## src/sv/irk_ram.sv

```systemverilog
// ----------------------------------------------------------------------------
// IR ranger Kalman filter - generic RAM
// One write port, one read port, registered read data.
// ----------------------------------------------------------------------------
module irk_ram #(
  parameter int WIDTH = 8,
  parameter int DEPTH = 16
) (
  input  logic                                    clk_i,
  input  logic                                    we_i,
  input  logic [(DEPTH > 1 ? $clog2(DEPTH) : 1)-1:0] waddr_i,
  input  logic [WIDTH-1:0]                        wdata_i,
  input  logic                                    re_i,
  input  logic [(DEPTH > 1 ? $clog2(DEPTH) : 1)-1:0] raddr_i,
  output logic [WIDTH-1:0]                        rdata_o
);

  logic [WIDTH-1:0] mem_q [DEPTH];
  logic [WIDTH-1:0] rdata_q;

  always_ff @(posedge clk_i) begin
    if (we_i) begin
      mem_q[waddr_i] <= wdata_i;
    end
    if (re_i) begin
      rdata_q <= mem_q[raddr_i];
    end
  end

  assign rdata_o = rdata_q;

endmodule

```

## config.mk

```make
export PLATFORM = sky130hd
export DESIGN_NAME = irk_ram
export DESIGN_NICKNAME = d
export VERILOG_FILES = /design/src/sv/irk_ram.sv
export SDC_FILE = /design/constraint.sdc
export NUM_CORES = 1
export LEC_CHECK = 0
export BUFFER_PORTS_ARGS = -buffer_cell sky130_fd_sc_hd__buf_2
export CAP_MARGIN = 40
export CORE_UTILIZATION = 55
export DETAILED_ROUTE_END_ITERATION = 6
export PLACE_DENSITY = 0.71
export SLEW_MARGIN = 20
export SYNTH_ARGS = -nofsm -noshare
export SYNTH_HDL_FRONTEND = slang
export SYNTH_SLANG_ARGS = --single-unit
export TNS_END_PERCENT = 100
```

## constraint.sdc

```tcl
create_clock -name clk_i -period 4.4 [get_ports clk_i]
set_input_delay 0.44 -clock clk_i [delete_from_list [all_inputs] [get_ports clk_i]]
set_output_delay 0.44 -clock clk_i [all_outputs]
set_load 0.02 [all_outputs]
```

==> key figures <==
Status
  • Status: completed

Power
  • Power, Total: 2.90 mW
  • NetSw: 0.592 mW
  • Clock power frac: 44.7%
  • Leakage: just over 2 nW
  • Comb power frac: under 10%
  • Cell Pwr Density: around 470 mW/mm^2
  • Switching share of power: 20.4%
  • Worst IR Drop VDD: between 0.0004 and 0.0005 V
  • Cell internal pwr: 2.31 mW
  • Sequential share of power: 50.6%

Global route
  • GRT Residual Overflow: 0
  • First-pass GRT wire length: 14300 um
  • Vias in the first global route: 2429
  • Number of antenna violations at the first check in global routing: 0
  • Pin count of the biggest net entering global routing: 33
  • Total Routing Usage GR: a little over a fifth

Cells and area
  • Commonest cells after routing, fill and taps aside: edfxtp_1, buf_2, mux4_2
  • Most common cell after layout, fill and taps aside: edfxtp_1
  • Fin util: 66.2%
  • Layout Cell Area excl Fill: 0.00612 mm^2
  • P&R area growth vs syn: 17.0%
  • ANT cells: 0
  • NumNets Final: 298
  • Fraction of layout cells with a size suffix above 1: 30.5%

Clock tree
  • Post-cts repair resize count: 0
  • Max Buffers Root-to-Sink: 2
  • Clk slew on worst S/H paths: ~0.06 ns
  • Clk root buf: clkbuf_8
  • Clk_lat worst skew: roughly 0.52 ns
  • CTS buffer count: 17
  • TritonCTS clock tree: built
  • Post CTS Setup Buffer Count: 0
  • # H-tree levels: 4
  • CTS sink count: about 140
  • CTS Hold Buffers Added: 0

Synth
  • Ys async rst share: 0%
  • Distinct cells, synth: 18
  • Syn Area/Cell: 22.8 um^2
  • Top FF cell, synth: edfxtp_1
  • Synth area leader: edfxtp_1
  • #FFs+latches synth: between 100 and 150
  • Syn Inst Count: around 230
  • Sequential area share after synthesis: 78.1%
  • Area contributors post-synth: edfxtp_1, mux4_2, mux4_1, a22oi_1, nor2_1
  • EDFF count, synth: between 100 and 150
  • Ys Warns: 0
  • Synthesized cell area: ~0.0052 mm^2
  • Syn nets: about 250
  • Synth top area share: 78.1%

Floorplanning
  • # rows: 35
  • Die Wd: 99.5 um
  • I/O pin count: 27
  • Starting Density: 56.6%
  • Core area: 0.00924 mm^2
  • Die height: 99.5 um
  • Die ar.: 0.00990 mm^2

Timing
  • Worst Skew: ~0.0061 ns
  • Final setup viols: 0
  • Tcrit/Tclk final: between 40 and 50%
  • Slew @ Worst Pin: between 0.8 and 0.9 ns
  • Final setup TNS: 0 ns
  • Hold Violations, Final: 0
  • RSZ-0062 raised after global routing: false
  • Fin crit period: between 1.5 and 2 ns
  • Slew Viols, Final: 0
  • F_max: around 530 MHz
  • Max_slew headroom: 45.4%
  • Worst hold margin: 0.298 ns

Critical path
  • CP endpoint kind: flip-flop
  • Crit path DAT: 2.13 ns
  • WP data required: 4.65 ns
  • Crit. Startpoint: raddr_i[0]
  • Crit path buffers/inverters: 2
  • R2r worst-path depth: 3
  • Critical path depth: 5
  • Critical path's slowest cell: mux4_2
  • RR Startpoint: mem_q[8][7]
  • CP Cell Sequence: buf_2 > buf_16 > mux4_2 > a22oi_1 > nand2_1
  • Delay-heaviest family, CP: buffers and inverters
  • Crit path launch type: input port
  • Crit-path max cell delay: a little over 0.5 ns
  • Max Fanout on Critical Path: 17
  • Crit path kind: input port to flip-flop

Flow run
  • # Max-Cap Violations: 0

Drt
  • Post-route ant nets: 0
  • Via count: 2459
  • Vias per Instance: 5.84
  • DRT Pass-1 Iters: 4
  • DRT Wirelength: 9680 um
  • Initial DRC count: about 230
  • Average wire per standard cell: around 23 um
  • DRC Markers: 0

Placed design
  • IO Port Bufs: 26
  • DPL Wire Length: about 5800 um
  • GP Congestion: between 0.7 and 0.8
  • Area after DPL: 0.00552 mm^2

Min path
  • Hold path depth: 1
  • HP Class: input port to flip-flop
  • Hold path start: re_i
-- through the flow --
step | setup slack [ns] | cells
floorplan | 2.47 | 229
global placement | 1.81 | 378
detailed placement | 1.96 | 383
CTS | 2.54 | 415
global route | 2.46 | 421
finish | 2.52 | 421
-- worst paths after layout --
| kind | slack (ns) | to |
|---|---|---|
| worst min register to register | 0.75 | rdata_o[3] |
| worst max-delay path | 2.52 | rdata_o[7] |
| worst max register to register | 2.85 | rdata_o[7] |
| worst min-delay path | 0.30 | rdata_o[3] |
-- power by group through the flow --
stage	registers (mW)	clock network, mW	logic [mW]
after floorplan	1.50	0	0.0737
after global placement	1.49	0	0.128
after detailed placement	1.49	0	0.136
after CTS	1.47	1.32	0.137
after global routing	1.47	1.37	0.147
final	1.47	1.30	0.137
-- per-layer routing --
layer | GRT usage (%) | vias to the layer above | share of wire (%)
met5 | 0 | - | 0
met4 | 9.95 | 0 | 2.5
met3 | 6.47 | 18 | 6.8
met2 | 34.4 | 105 | 51
met1 | 28.1 | 1252 | 40
li1 | - | 1084 | -
-- worst register-to-register path, stage by stage, from the launching register on --
cell      delay, ns
edfxtp_1       0.37
mux4_2         0.46
a22oi_1        0.36
nand2_1        0.09
-- state kept, by name, summed over array words and instances, names as in the netlist --
signal	cells
mem_q	128
rdata_o	8
-- synth_stat cells (2+ instances only) --
library cell,instances
nand3b_1,2
nor2_1,13
buf_2,3
nor3_1,4
buf_6,3
a22oi_1,16
mux4_1,14
nand2b_1,2
nand2_1,9
mux4_2,18
edfxtp_1,136
clkdlybuf4s25_2,3
-- cells by family (layout without fill, tap and decap cells) --
kind of cell	after synthesis	after routing	share of synthesized area, %
flip-flops	136	136	78.1
AO/OA/AOI/OAI	16	16	2.30
multiplexers	32	32	14.8
AND/OR/NAND/NOR	35	35	3.14
buffers and inverters	10	73	1.65
-- final cells by class --
| class | instances | area [um^2] |
|---|---|---|
| clock inverter | 15 | 136 |
| fill | 577 | 3120 |
| clock buffer | 17 | 414 |
| tap | 129 | 161 |
| sequential | 136 | 4080 |
| multi-input combinational | 83 | 1060 |
| timing repair buffer | 41 | 263 |
Power figures use the tool's default switching activity.
