===== src/sv/irk_pkg.sv =====
// ----------------------------------------------------------------------------
// IR ranger Kalman filter - package
// Widths, register indexes, reset values and polynomial coefficients.
// ----------------------------------------------------------------------------
package irk_pkg;

  localparam int MAX_CHANNELS_DEF = 16;
  localparam int RAW_BITS_DEF     = 10;

  localparam int CH_W      = 4;
  localparam int CNT_W     = 5;
  localparam int DIST_W    = 16;
  localparam int VAR_W     = 24;
  localparam int GAIN_W    = VAR_W + 1;
  localparam int CFG_W     = 24;
  localparam int CFG_IDX_W = 3;

  localparam logic [CFG_IDX_W-1:0] REG_CHANNEL_COUNT = 3'd0;
  localparam logic [CFG_IDX_W-1:0] REG_MAX_RANGE     = 3'd1;
  localparam logic [CFG_IDX_W-1:0] REG_RING_RADIUS   = 3'd2;
  localparam logic [CFG_IDX_W-1:0] REG_INFINITY      = 3'd3;
  localparam logic [CFG_IDX_W-1:0] REG_MEAS_VAR      = 3'd4;
  localparam logic [CFG_IDX_W-1:0] REG_PROC_VAR      = 3'd5;

  localparam logic [CNT_W-1:0]  RST_CHANNEL_COUNT = 5'd11;
  localparam logic [DIST_W-1:0] RST_MAX_RANGE     = 16'd3277;
  localparam logic [DIST_W-1:0] RST_RING_RADIUS   = 16'd635;
  localparam logic [DIST_W-1:0] RST_INFINITY      = 16'd24576;
  localparam logic [VAR_W-1:0]  RST_MEAS_VAR      = 24'd419430;
  localparam logic [VAR_W-1:0]  RST_PROC_VAR      = 24'd16777;

  localparam logic [DIST_W-1:0] RST_ESTIMATE   = 16'd3277;
  localparam logic [VAR_W-1:0]  RST_COVARIANCE = 24'd419430;

  localparam logic [DIST_W-1:0] DIST_MAX = '1;
  localparam logic [VAR_W-1:0]  VAR_MAX  = '1;
  localparam logic [GAIN_W-1:0] GAIN_ONE = 25'h100_0000;

  // polynomial datapath
  localparam int ACC_W       = 42;
  localparam int LO_W        = 21;
  localparam int POLY_ORDER  = 6;
  localparam int POLY_SHIFT  = 10;
  localparam int ACC_LIM_LOG = 40;
  localparam int OUT_SHIFT   = 12;
  localparam int POLY_LAT    = 2 * POLY_ORDER + 1;

  localparam logic signed [ACC_W-1:0] POLY_D [0:POLY_ORDER] = '{
    42'sd50649704, -42'sd807411384, 42'sd5893233862, -42'sd22534451749,
    42'sd46503365092, -42'sd48965240009, 42'sd20608893021
  };

  // gain divider
  localparam int DIV_BPS    = 2;
  localparam int DIV_STAGES = (GAIN_W + DIV_BPS - 1) / DIV_BPS;

endpackage


===== src/sv/irk_div.sv =====
// ----------------------------------------------------------------------------
// IR ranger Kalman filter - gain divider
// Pipelined restoring division P1*2^24/(R+P1), two quotient bits a stage.
// ----------------------------------------------------------------------------
module irk_div (
  input  logic                       clk_i,
  input  logic                       en_i,
  input  logic [irk_pkg::VAR_W-1:0]  p1_i,
  input  logic [irk_pkg::VAR_W:0]    den_i,
  output logic [irk_pkg::GAIN_W-1:0] gain_o
);
  import irk_pkg::*;

  localparam int RW = VAR_W + 2;

  logic [RW-1:0]     rem_q  [1:DIV_STAGES-1];
  logic [VAR_W:0]    den_q  [1:DIV_STAGES-1];
  logic [GAIN_W-1:0] quo_q  [1:DIV_STAGES];
  logic              zero_q [1:DIV_STAGES];

  for (genvar k = 1; k <= DIV_STAGES; k++) begin : g_stage
    logic [RW-1:0]     rem_in, rem_d;
    logic [VAR_W:0]    den_in;
    logic [GAIN_W-1:0] quo_in, quo_d;
    logic              zero_in;

    if (k == 1) begin : g_first
      assign rem_in  = RW'(p1_i);
      assign den_in  = den_i;
      assign quo_in  = '0;
      assign zero_in = (den_i == '0);
    end else begin : g_rest
      assign rem_in  = rem_q[k-1];
      assign den_in  = den_q[k-1];
      assign quo_in  = quo_q[k-1];
      assign zero_in = zero_q[k-1];
    end

    always_comb begin
      rem_d = rem_in;
      quo_d = quo_in;
      for (int j = 0; j < DIV_BPS; j++) begin
        if ((k - 1) * DIV_BPS + j < GAIN_W) begin
          if (rem_d >= RW'(den_in)) begin
            rem_d = rem_d - RW'(den_in);
            quo_d = {quo_d[GAIN_W-2:0], 1'b1};
          end else begin
            quo_d = {quo_d[GAIN_W-2:0], 1'b0};
          end
          rem_d = rem_d << 1;
        end
      end
    end

    always_ff @(posedge clk_i) begin
      if (en_i) begin
        quo_q[k]  <= quo_d;
        zero_q[k] <= zero_in;
      end
    end

    if (k < DIV_STAGES) begin : g_keep
      always_ff @(posedge clk_i) begin
        if (en_i) begin
          rem_q[k] <= rem_d;
          den_q[k] <= den_in;
        end
      end
    end
  end

  // zero denominator gives zero gain
  assign gain_o = zero_q[DIV_STAGES] ? '0 : quo_q[DIV_STAGES];

endmodule


===== config.mk =====
export PLATFORM = sky130hd
export DESIGN_NAME = irk_div
export DESIGN_NICKNAME = d
export VERILOG_FILES = /design/src/sv/irk_pkg.sv /design/src/sv/irk_div.sv
export SDC_FILE = /design/constraint.sdc
export NUM_CORES = 2
export LEC_CHECK = 0
export ABC_AREA = 1
export BUFFER_PORTS_ARGS = -buffer_cell sky130_fd_sc_hd__buf_2
export CELL_PAD_IN_SITES_DETAIL_PLACEMENT = 1
export CELL_PAD_IN_SITES_GLOBAL_PLACEMENT = 1
export CORE_MARGIN = 2
export CORE_UTILIZATION = 35
export DETAILED_ROUTE_END_ITERATION = 16
export GPL_ROUTABILITY_DRIVEN = 0
export GPL_TIMING_DRIVEN = 0
export PLACE_DENSITY = 0.64
export SYNTH_ARGS = -nofsm -noshare
export SYNTH_HDL_FRONTEND = slang
export SYNTH_SLANG_ARGS = --single-unit
export TNS_END_PERCENT = 30

===== constraint.sdc =====
create_clock -name clk_i -period 11.2 [get_ports clk_i]
set_input_delay 1.12 -clock clk_i [delete_from_list [all_inputs] [get_ports clk_i]]
set_output_delay 1.12 -clock clk_i [all_outputs]
set_load 0.005 [all_outputs]

==> flow_summary_export.csv <==
group,metric,value,unit
clocking,h-tree-depth,3,
setup_path,worstSetupEndpoint,"rem_q[6][20]",
routing,route.detailed.drc,0,
sta,tightest_slew,1033,ps
finish,fillers,26890,
clocking,postCtsSetupBuffers,0,
hold_path,min_path_type,"flop to flop",
synth,syn_nets,11390,
setup_path,crit_top_cell,"nand2_1",
synth,ys_seq_area_frac,0.3229,
finish,nets,11570,
clocking,ctsHoldBuffers,0,
sta,hold_slack,408.1,ps
setup_path,crit_type,"flop to flop",
sta,tns,0,ps
clocking,cts_tree,"built",
floorplan,ioPinCount,76,
routing,wl_per_cell,21.11,µm
setup_path,crit_required,11630,ps
finish,fin_cells,13780,
sta,fmaxAchievable,181.3,MHz
finish,layout-drive-gt1-share,0.04705,
synth,yosysMostFrequentCell,"nand2_1",
placed_design,detailed_place_hpwl,247500,µm
routing,postRouteAntennaNets,0,
synth,synth_edf_count,794,
setup_path,worstPathArrival,5940,ps
global_routing,grt_pass1_wl,438300,µm
floorplan,die_w,463.3,µm
setup_path,cp-start-kind,"flop",
routing,viasPerCell,5.158,
setup_path,rr_startpoint,"den_q[5][0]",
synth,synthTopCellsByCount,"3925 x nand2_1, 1760 x inv_1, 794 x edfxtp_1",
clocking,cts.sinks,794,
setup_path,path_max_fanout,10,
synth,ys.flop_type,"edfxtp_1",
floorplan,die_h,463.3,µm
synth,avgSynthCellArea,6.894,µm²
setup_path,cp_slowest_cell,"fa_1",
synth,synthCells,10710,
routing,vias,71060,
clocking,cts_buffers,95,
sta,rsz0062_at_grt,"false",
floorplan,dieArea,214700,µm²
sta,fin_crit_sh,0.4926,
synth,synth_seq_cells,794,
global_routing,grt_start_max_net_pins,130,
floorplan,design.core.area,209600,µm²
setup_path,slowest_delay,590,ps
synth,synth_area,73840,µm²
global_routing,grt_pass1_vias,72470,
synth,yosysTopAreaCellShare,0.3229,
setup_path,worstReg2RegEnd,"rem_q[6][20]",
synth,yosysUniqueCellTypes,51,
global_routing,overflow,0,
placed_design,io_buffers,75,
sta,hold_viol_final,0,
global_routing,grt_antenna_before_repair,4,
global_routing,global_route.usage.total,0.2646,
clocking,worstSkewPairLatency,760,ps
placed_design,place_inst,13600,
synth,yosysTopAreaCell,"edfxtp_1",
finish,area_growth_syn_to_layout,9.868,%
setup_path,rrSetupSlack,5680,ps
setup_path,end_kind,"flop",
floorplan,num_rows,168,
routing,wirelength,290800,µm
clocking,root_buffer,"clkbuf_16",
setup_path,cp_cell_sequence,"inv_1 > fa_1 > nand3_1 > nand3_1 > nand2_1 > nand3_2 > inv_2 > buf_4 > nand2_1 > o21ai_1 > ha_1 > nand2_1 > inv_1 > a21oi_1 > nand2_1 > nand2_1 > nand3_1 > nand2_1 > nand3_2 > buf_2 > o21bai_1 > nand2_1",
floorplan,start_util,0.3523,
synth,ys_warn_count,0,
routing,drtIter0Drc,4653,
finish,final_area,81130,µm²
synth,yosys-top-cells-area,"edfxtp_1 32%, nand2_1 20%, ha_1 10%, inv_1 8.9%, a21oi_1 4.0%",
clocking,clockBufferDepth,3,
synth,synthArstFlopShare,0,
routing,drt_first_pass_iters,5,
setup_path,crit_path_start,"den_q[5][0]",
sta,relSlewSlack,0.3111,
setup_path,r2r_cells,22,
sta,skew,43.00,ps
outcome,status,"finished, final reports clean",
sta,finalCriticalPeriod,5517,ps
run,maxCapViolCount,0,
clocking,cts.clk_slew.worst_paths,70,ps
clocking,cts_resized,0,
sta,finalSetupViolations,0,
sta,slew_violations,0,
placed_design,dpl_cell_area,77900,µm²
## stage by stage
step / util / worst slack, ps
4_1_cts: 0.3871 / 5725
6_report: 0.3871 / 5683
2_1_floorplan: - / 6837
3_3_place_gp: 0.3709 / -3885
5_1_grt: 0.3871 / 5389
3_5_place_dp: 0.3717 / 5122
## cell usage in the layout (no fill, tap or decap), types with 281 or more instances in the layout
cell type and n:
nor2_1 751, o21bai_1 322, ha_1 612, o21ai_0 281, edfxtp_1 794, inv_1 1760
nand3_1 482, nand2_1 3925, a21oi_1 589, nand4_1 306
## final cells by class
class                      count  area [µm²]  share of cell area
tap                         2805        3510             0.04326
multi-input combinational   8020       42410              0.5228
clock buffer                 101        2442             0.03010
antenna                        4       10.01           0.0001234
timing repair buffer          81       550.5            0.006786
sequential                   794       23840              0.2939
clock inverter                74       774.5            0.009546
inverter                    1775        6680             0.08234
buffer                       122       908.4             0.01120
## critical path: cells and delay by family (launching register included)
| family | cells | cell delay [ps] |
|---|---|---|
| AND/OR/NAND/NOR | 12 | 1960 |
| buffers and inverters | 5 | 1100 |
| adder cells (fa/ha/maj) | 2 | 950 |
| AO/OA/AOI/OAI | 3 | 630 |
| flip-flops | 1 | 560 |
## routing by layer
metal  wire, µm  part of all wire  track usage
met1     135900              0.47       0.3593
met2     133600              0.46       0.4392
met3      10640             0.037      0.02449
met4      10650             0.037      0.08937
met5          0                 0            0
## worst min-delay path by stage
stage	endpoint	startpoint	cells after the start	slack [ps]
CTS	quo_q[3][3]	quo_q[2][26]	0	410
floorplan	quo_q[1][27]	quo_q[1][0]	0	400
detailed placement	quo_q[4][31]	quo_q[4][4]	0	410
global placement	zero_q[6][1]	zero_q[6][0]	0	400
finish	quo_q[3][3]	quo_q[2][26]	0	410
global route	quo_q[3][3]	quo_q[2][26]	0	410
## state kept, by name, indices dropped and copies added, names as in the netlist
register	cells
zero_q	13
rem_q	300
den_q	300
quo_q	181
## cells by family (layout without fill, tap and decap cells)
logic type / Yosys count / after routing / share of synthesized area
other: 0 / 4 / 0
buffers and inverters: 1897 / 2153 / 0.1028
xor gates and xnor gates: 309 / 309 / 0.03665
and+or+nand+nor: 5756 / 5756 / 0.3272
adders and majority gates: 625 / 625 / 0.1072
DFF: 794 / 794 / 0.3229
AOI/OAI and AO/OA: 1330 / 1330 / 0.1032
Power is not shown: default switching activity piles up to over one toggle a cycle in this logic, so the estimate is an artifact.
