**src/sv/irk_pkg.sv**
```systemverilog
// ----------------------------------------------------------------------------
// IR ranger Kalman filter - package
// Widths, register indexes, reset values and polynomial coefficients.
// ----------------------------------------------------------------------------
package irk_pkg;

  localparam int MAX_CHANNELS_DEF = 16;
  localparam int RAW_BITS_DEF     = 10;

  localparam int CH_W      = 4;
  localparam int CNT_W     = 5;
  localparam int DIST_W    = 16;
  localparam int VAR_W     = 24;
  localparam int GAIN_W    = VAR_W + 1;
  localparam int CFG_W     = 24;
  localparam int CFG_IDX_W = 3;

  localparam logic [CFG_IDX_W-1:0] REG_CHANNEL_COUNT = 3'd0;
  localparam logic [CFG_IDX_W-1:0] REG_MAX_RANGE     = 3'd1;
  localparam logic [CFG_IDX_W-1:0] REG_RING_RADIUS   = 3'd2;
  localparam logic [CFG_IDX_W-1:0] REG_INFINITY      = 3'd3;
  localparam logic [CFG_IDX_W-1:0] REG_MEAS_VAR      = 3'd4;
  localparam logic [CFG_IDX_W-1:0] REG_PROC_VAR      = 3'd5;

  localparam logic [CNT_W-1:0]  RST_CHANNEL_COUNT = 5'd11;
  localparam logic [DIST_W-1:0] RST_MAX_RANGE     = 16'd3277;
  localparam logic [DIST_W-1:0] RST_RING_RADIUS   = 16'd635;
  localparam logic [DIST_W-1:0] RST_INFINITY      = 16'd24576;
  localparam logic [VAR_W-1:0]  RST_MEAS_VAR      = 24'd419430;
  localparam logic [VAR_W-1:0]  RST_PROC_VAR      = 24'd16777;

  localparam logic [DIST_W-1:0] RST_ESTIMATE   = 16'd3277;
  localparam logic [VAR_W-1:0]  RST_COVARIANCE = 24'd419430;

  localparam logic [DIST_W-1:0] DIST_MAX = '1;
  localparam logic [VAR_W-1:0]  VAR_MAX  = '1;
  localparam logic [GAIN_W-1:0] GAIN_ONE = 25'h100_0000;

  // polynomial datapath
  localparam int ACC_W       = 42;
  localparam int LO_W        = 21;
  localparam int POLY_ORDER  = 6;
  localparam int POLY_SHIFT  = 10;
  localparam int ACC_LIM_LOG = 40;
  localparam int OUT_SHIFT   = 12;
  localparam int POLY_LAT    = 2 * POLY_ORDER + 1;

  localparam logic signed [ACC_W-1:0] POLY_D [0:POLY_ORDER] = '{
    42'sd50649704, -42'sd807411384, 42'sd5893233862, -42'sd22534451749,
    42'sd46503365092, -42'sd48965240009, 42'sd20608893021
  };

  // gain divider
  localparam int DIV_BPS    = 2;
  localparam int DIV_STAGES = (GAIN_W + DIV_BPS - 1) / DIV_BPS;

endpackage

```
**src/sv/irk_kupd.sv**
```systemverilog
// ----------------------------------------------------------------------------
// IR ranger Kalman filter - state update
// Estimate correction K*(z-x) and covariance shrink P1*(1-K).
// ----------------------------------------------------------------------------
module irk_kupd (
  input  logic                       clk_i,
  input  logic                       en_i,
  input  logic [irk_pkg::DIST_W-1:0] dist_i,
  input  logic [irk_pkg::DIST_W-1:0] est_i,
  input  logic [irk_pkg::VAR_W-1:0]  p1_i,
  input  logic [irk_pkg::GAIN_W-1:0] gain_i,
  output logic [irk_pkg::DIST_W-1:0] est_o,
  output logic [irk_pkg::VAR_W-1:0]  p_o
);
  import irk_pkg::*;

  localparam int PROD_W = GAIN_W + DIST_W;
  localparam int PP_W   = VAR_W + GAIN_W;
  localparam int CORR_W = PROD_W - VAR_W;

  logic              neg_d, neg_q;
  logic [DIST_W-1:0] mag_d, est_q;
  logic [GAIN_W-1:0] omg_d;
  logic [PROD_W-1:0] prod_d, prod_q, prod_rnd;
  logic [PP_W-1:0]   pp_d, pp_q;
  logic [CORR_W-1:0] corr;
  logic [DIST_W+1:0] sum;

  always_comb begin
    neg_d  = (dist_i < est_i);
    mag_d  = neg_d ? (est_i - dist_i) : (dist_i - est_i);
    prod_d = gain_i * mag_d;
    omg_d  = GAIN_ONE - gain_i;
    pp_d   = p1_i * omg_d;
  end

  always_ff @(posedge clk_i) begin
    if (en_i) begin
      neg_q  <= neg_d;
      est_q  <= est_i;
      prod_q <= prod_d;
      pp_q   <= pp_d;
    end
  end

  always_comb begin
    prod_rnd = prod_q + PROD_W'(1 << (VAR_W - 1));
    corr     = prod_rnd[PROD_W-1:VAR_W];
    sum      = (DIST_W+2)'(est_q) + (DIST_W+2)'(corr);
    if (neg_q) begin
      est_o = ((DIST_W+2)'(est_q) < (DIST_W+2)'(corr)) ? '0 : DIST_W'(est_q - corr);
    end else begin
      est_o = (sum > (DIST_W+2)'(DIST_MAX)) ? DIST_MAX : sum[DIST_W-1:0];
    end
    p_o = pp_q[2*VAR_W-1:VAR_W];
  end

endmodule

```
**config.mk**
```make
export PLATFORM = sky130hd
export DESIGN_NAME = irk_kupd
export DESIGN_NICKNAME = d
export VERILOG_FILES = /design/src/sv/irk_pkg.sv /design/src/sv/irk_kupd.sv
export SDC_FILE = /design/constraint.sdc
export NUM_CORES = 2
export LEC_CHECK = 0
export BUFFER_PORTS_ARGS = -buffer_cell sky130_fd_sc_hd__buf_2
export CAP_MARGIN = 40
export CORE_ASPECT_RATIO = 1.4
export CORE_MARGIN = 2
export CORE_UTILIZATION = 40
export CTS_CLUSTER_SIZE = 24
export DETAILED_ROUTE_END_ITERATION = 6
export SLEW_MARGIN = 20
export SYNTH_ARGS = -nofsm -noshare
export SYNTH_HDL_FRONTEND = slang
export SYNTH_SLANG_ARGS = --single-unit
```
**constraint.sdc**
```tcl
create_clock -name clk_i -period 8.7 [get_ports clk_i]
set_input_delay 0 -clock clk_i [delete_from_list [all_inputs] [get_ports clk_i]]
set_output_delay 0 -clock clk_i [all_outputs]
set_load 0.01 [all_outputs]
```
==> results.md <==
Placed design:
- The half-perimeter wire length after placement is 84100 um.
- The port buffer count is 122.
- At the end of routability-driven placement, the weighted congestion stood at 0.899.

Global route:
- The first global-routing pass estimated 167000 um of wire.
- The initial antenna violation count is 8.
- The largest net degree at the start of global routing is 56.
- The number of global-route vias before repair was around 30000.
- Summed over all layers, the global routing overflow is 0.
- In the global route stage, overall resource usage came out at 0.233.

Layout:
- The share of post-route cells with drive strength above 1 is 0.106.
- The final layout contains 5524 nets.
- Once layout is complete, the utilization of the core stands at 0.451.
- The number of fillers in the final layout is 8844.
- Registers take 1770 um^2.
- Summing all multi-input logic gate instances after layout gives around 31000 um^2.
- Compared with the post-synthesis result, the final layout area differs by 11.7%.

Clock tree:
- The CTS sink count is just under 60.
- TritonCTS built the clock tree.
- After clock tree synthesis, the clock-pin slew on the worst setup and hold paths is 0.08 ns.
- Buffers inserted during clock tree synthesis total 9.
- Counting along the longest clock path gives a buffer depth of 2.
- The maximum level of the CTS H-tree is 3.
- The tree is rooted in a sky130_fd_sc_hd__clkbuf_16.

Worst hold path:
- The worst hold endpoint is est_q[10].
- The worst hold path was traced through 2 stages.
- The worst hold path begins at est_i[10].
- The tightest min-delay check is of the input port to register type.

Floorplanning:
- The core region is 89800 um^2.
- The effective utilization at floorplan is 0.403.
- The total die area is 93000 um^2.
- The I/O pin count is roughly 120.
- The floorplan step set the die width to 258 um.
- The floorplan has 130 rows.
- The vertical die dimension is 360 um.

Yosys:
- The share of the yosys chip area belonging to registers is 0.0489.
- The number of enable flip-flop cells after synthesis is 59.
- The flop and latch count out of synthesis is between 50 and 60.
- The share of flip-flops with an asynchronous set or reset is 0.
- The gate count after technology mapping is 4093.
- In the synthesized netlist the dominant register cell turns out to be sky130_fd_sc_hd__edfxtp_1.
- The distinct cell type count after synthesis is 69.
- The cell area after synthesis is around 36000 um^2.
- The synthesized area per cell is 8.85 um^2.
- For this run, the number of Yosys warnings is 0.
- The number of nets in the synthesized netlist is 5342.

Detailed routing:
- Dividing the detail-routed via count by the number of cells gives approximately 5.1.
- The total wire length after detailed routing is between 100000 and 150000 um.
- The total DRC errors in the routed layout is 0.
- The average wire per standard cell is 19.0 um.
- The initial DRC count is 1336.
- The first TritonRoute pass finished after 5 iterations.
- The detailed router placed 28100 vias in this run.
- The remaining antenna violation count after routing is 0.

Worst setup path:
- The critical path data arrival time is 8.55 ns.
- The library cell contributing the largest single delay on the critical path is sky130_fd_sc_hd__fa_1.
- The kind of launch point of the worst setup path is an input port.
- The delay contributed by the slowest stage of the critical path is 0.57 ns.
- The category of the most critical setup path is input port to register.
- The library cell appearing most often on the critical path is sky130_fd_sc_hd__fa_1.
- The required arrival time at the worst endpoint is 8.86 ns.
- STA classifies the critical path endpoint as a register.
- Of all nets on the critical path, the largest fanout is 6.

STA:
- The routed design could run at a clock period as short as approximately 8.4 ns.
- The max-slew violation count is 0.
- Setup violations remaining at the end of the flow were counted as 0.
- For the pin with the worst max-slew slack, the measured transition is 0.844 ns.
- The number of hold violations in the final report is 0.
- Headroom to the max-slew limit came out at 0.435.
- The share of the clock period used by the worst path after layout is 0.965.
- Based on the critical path, the design can be clocked at up to 119 MHz.

Run status:
- The flow ran to the end, and the final reports show no timing, DRC or antenna violations.

Job:
- Max-cap violations in this run came to 0.
sequential cells by signal, indices dropped and copies added (netlist names):
signal / count
est_q: 16
neg_q: 1
pp_q: 24
prod_q: 18
per-stage QoR:
step	cells	hold slack, ns	setup TNS, ns	worst slack (ns)	area, um^2
floorplan	4093	0.0989	0	0.214	36200
detailed placement	5428	0.240	-9.56	-0.800	39700
finish	5472	0.391	0	0.306	40500
global placement	5425	0.239	-8.24	-0.753	39700
global route	5470	0.392	-0.00965	-0.00569	40500
CTS	5461	0.373	0	0.0634	40200
routing by layer:
layer / share of wire / track usage
met3: 0.042 / 0.0209
met5: 0.00039 / 0
met2: 0.53 / 0.427
met1: 0.38 / 0.275
met4: 0.047 / 0.0994
cell usage in the layout (no fill, tap or decap), drive strengths merged, types with 42 or more instances in the layout:
| cell type | n |
|---|---|
| inv | 947 |
| fa | 825 |
| nand2 | 665 |
| and2 | 367 |
| buf | 364 |
| ha | 341 |
| a21oi | 99 |
| xnor2 | 69 |
| edfxtp | 59 |
| o21ai | 55 |
| nor2 | 53 |
| a21o | 42 |
worst max-delay path: cells and delay by family:
family / cells / cell delay, ns
simple gates: 8 / 2.39
compound gates: 4 / 0.73
buf+inv: 10 / 1.22
xor+xnor: 2 / 0.27
fa+ha+maj: 9 / 3.93
synth_stat cells (all sizes together), types with 6 or more instances:
cell type | count | share of area
a2111oi | 8 | 0.0019
a211o | 7 | 0.0017
a211oi | 9 | 0.0019
a21o | 42 | 0.0087
a21oi | 99 | 0.014
a31oi | 6 | 0.0010
and2 | 367 | 0.063
and3 | 28 | 0.0048
buf | 17 | 0.0022
clkbuf | 194 | 0.020
edfxtp | 59 | 0.049
fa | 825 | 0.46
ha | 341 | 0.12
inv | 945 | 0.098
nand2 | 665 | 0.069
nand2b | 31 | 0.0054
nand3 | 25 | 0.0035
nand3b | 10 | 0.0021
nand4 | 16 | 0.0028
nor2 | 53 | 0.0057
nor2b | 22 | 0.0038
nor3 | 28 | 0.0039
nor3b | 8 | 0.0017
nor4 | 9 | 0.0016
nor4b | 7 | 0.0017
o21a | 10 | 0.0021
o21ai | 55 | 0.0076
o21bai | 17 | 0.0035
or3 | 16 | 0.0029
or4 | 6 | 0.0017
xnor2 | 69 | 0.017
xor2 | 31 | 0.0075
area by class of cell:
type / instances / area share
sequential: 59 / 0.0438
antenna: 4 / 0.000247
multi-input combinational: 2878 / 0.754
clock inverter: 7 / 0.00186
inverter: 945 / 0.0877
timing repair buffer: 382 / 0.0699
clock buffer: 9 / 0.00557
tap: 1188 / 0.0367
worst max path at each step:
stage               from          to  slack [ns]  cells after the start
5_1_grt        dist_i[0]  prod_q[32]      -0.006                     39
2_1_floorplan  gain_i[2]    pp_q[47]        0.21                     33
3_3_place_gp   gain_i[0]    pp_q[46]       -0.75                     34
6_report       gain_i[0]    pp_q[46]        0.31                     33
3_5_place_dp   gain_i[0]    pp_q[46]       -0.80                     34
4_1_cts        gain_i[0]    pp_q[47]        0.06                     34
logic make-up (layout without fill, tap and decap cells):
group | Yosys count | after routing | synth area share
and+or+nand+nor | 1302 | 1302 | 0.176
adders and majority gates | 1166 | 1166 | 0.574
buffers and inverters | 1156 | 1343 | 0.120
AOI/OAI and AO/OA | 304 | 304 | 0.0542
xor gates and xnor gates | 100 | 100 | 0.0249
DFF | 59 | 59 | 0.0489
muxes | 6 | 6 | 0.00169
other | 0 | 4 | 0
repair_timing:
action | CTS | global route
gates cloned | 0 | 0
resized for setup | 2 | 42
endpoints found under the hold margin | 21 | 0
endpoints found under the setup margin | 13 | 25
pin swaps | 1 | 8
hold buffers | 17 | 0
buffers inserted | 0 | 5
Power is left out: the tool's default activity adds up to more than one toggle a clock period on the data nets, which glitch-free logic cannot reach.
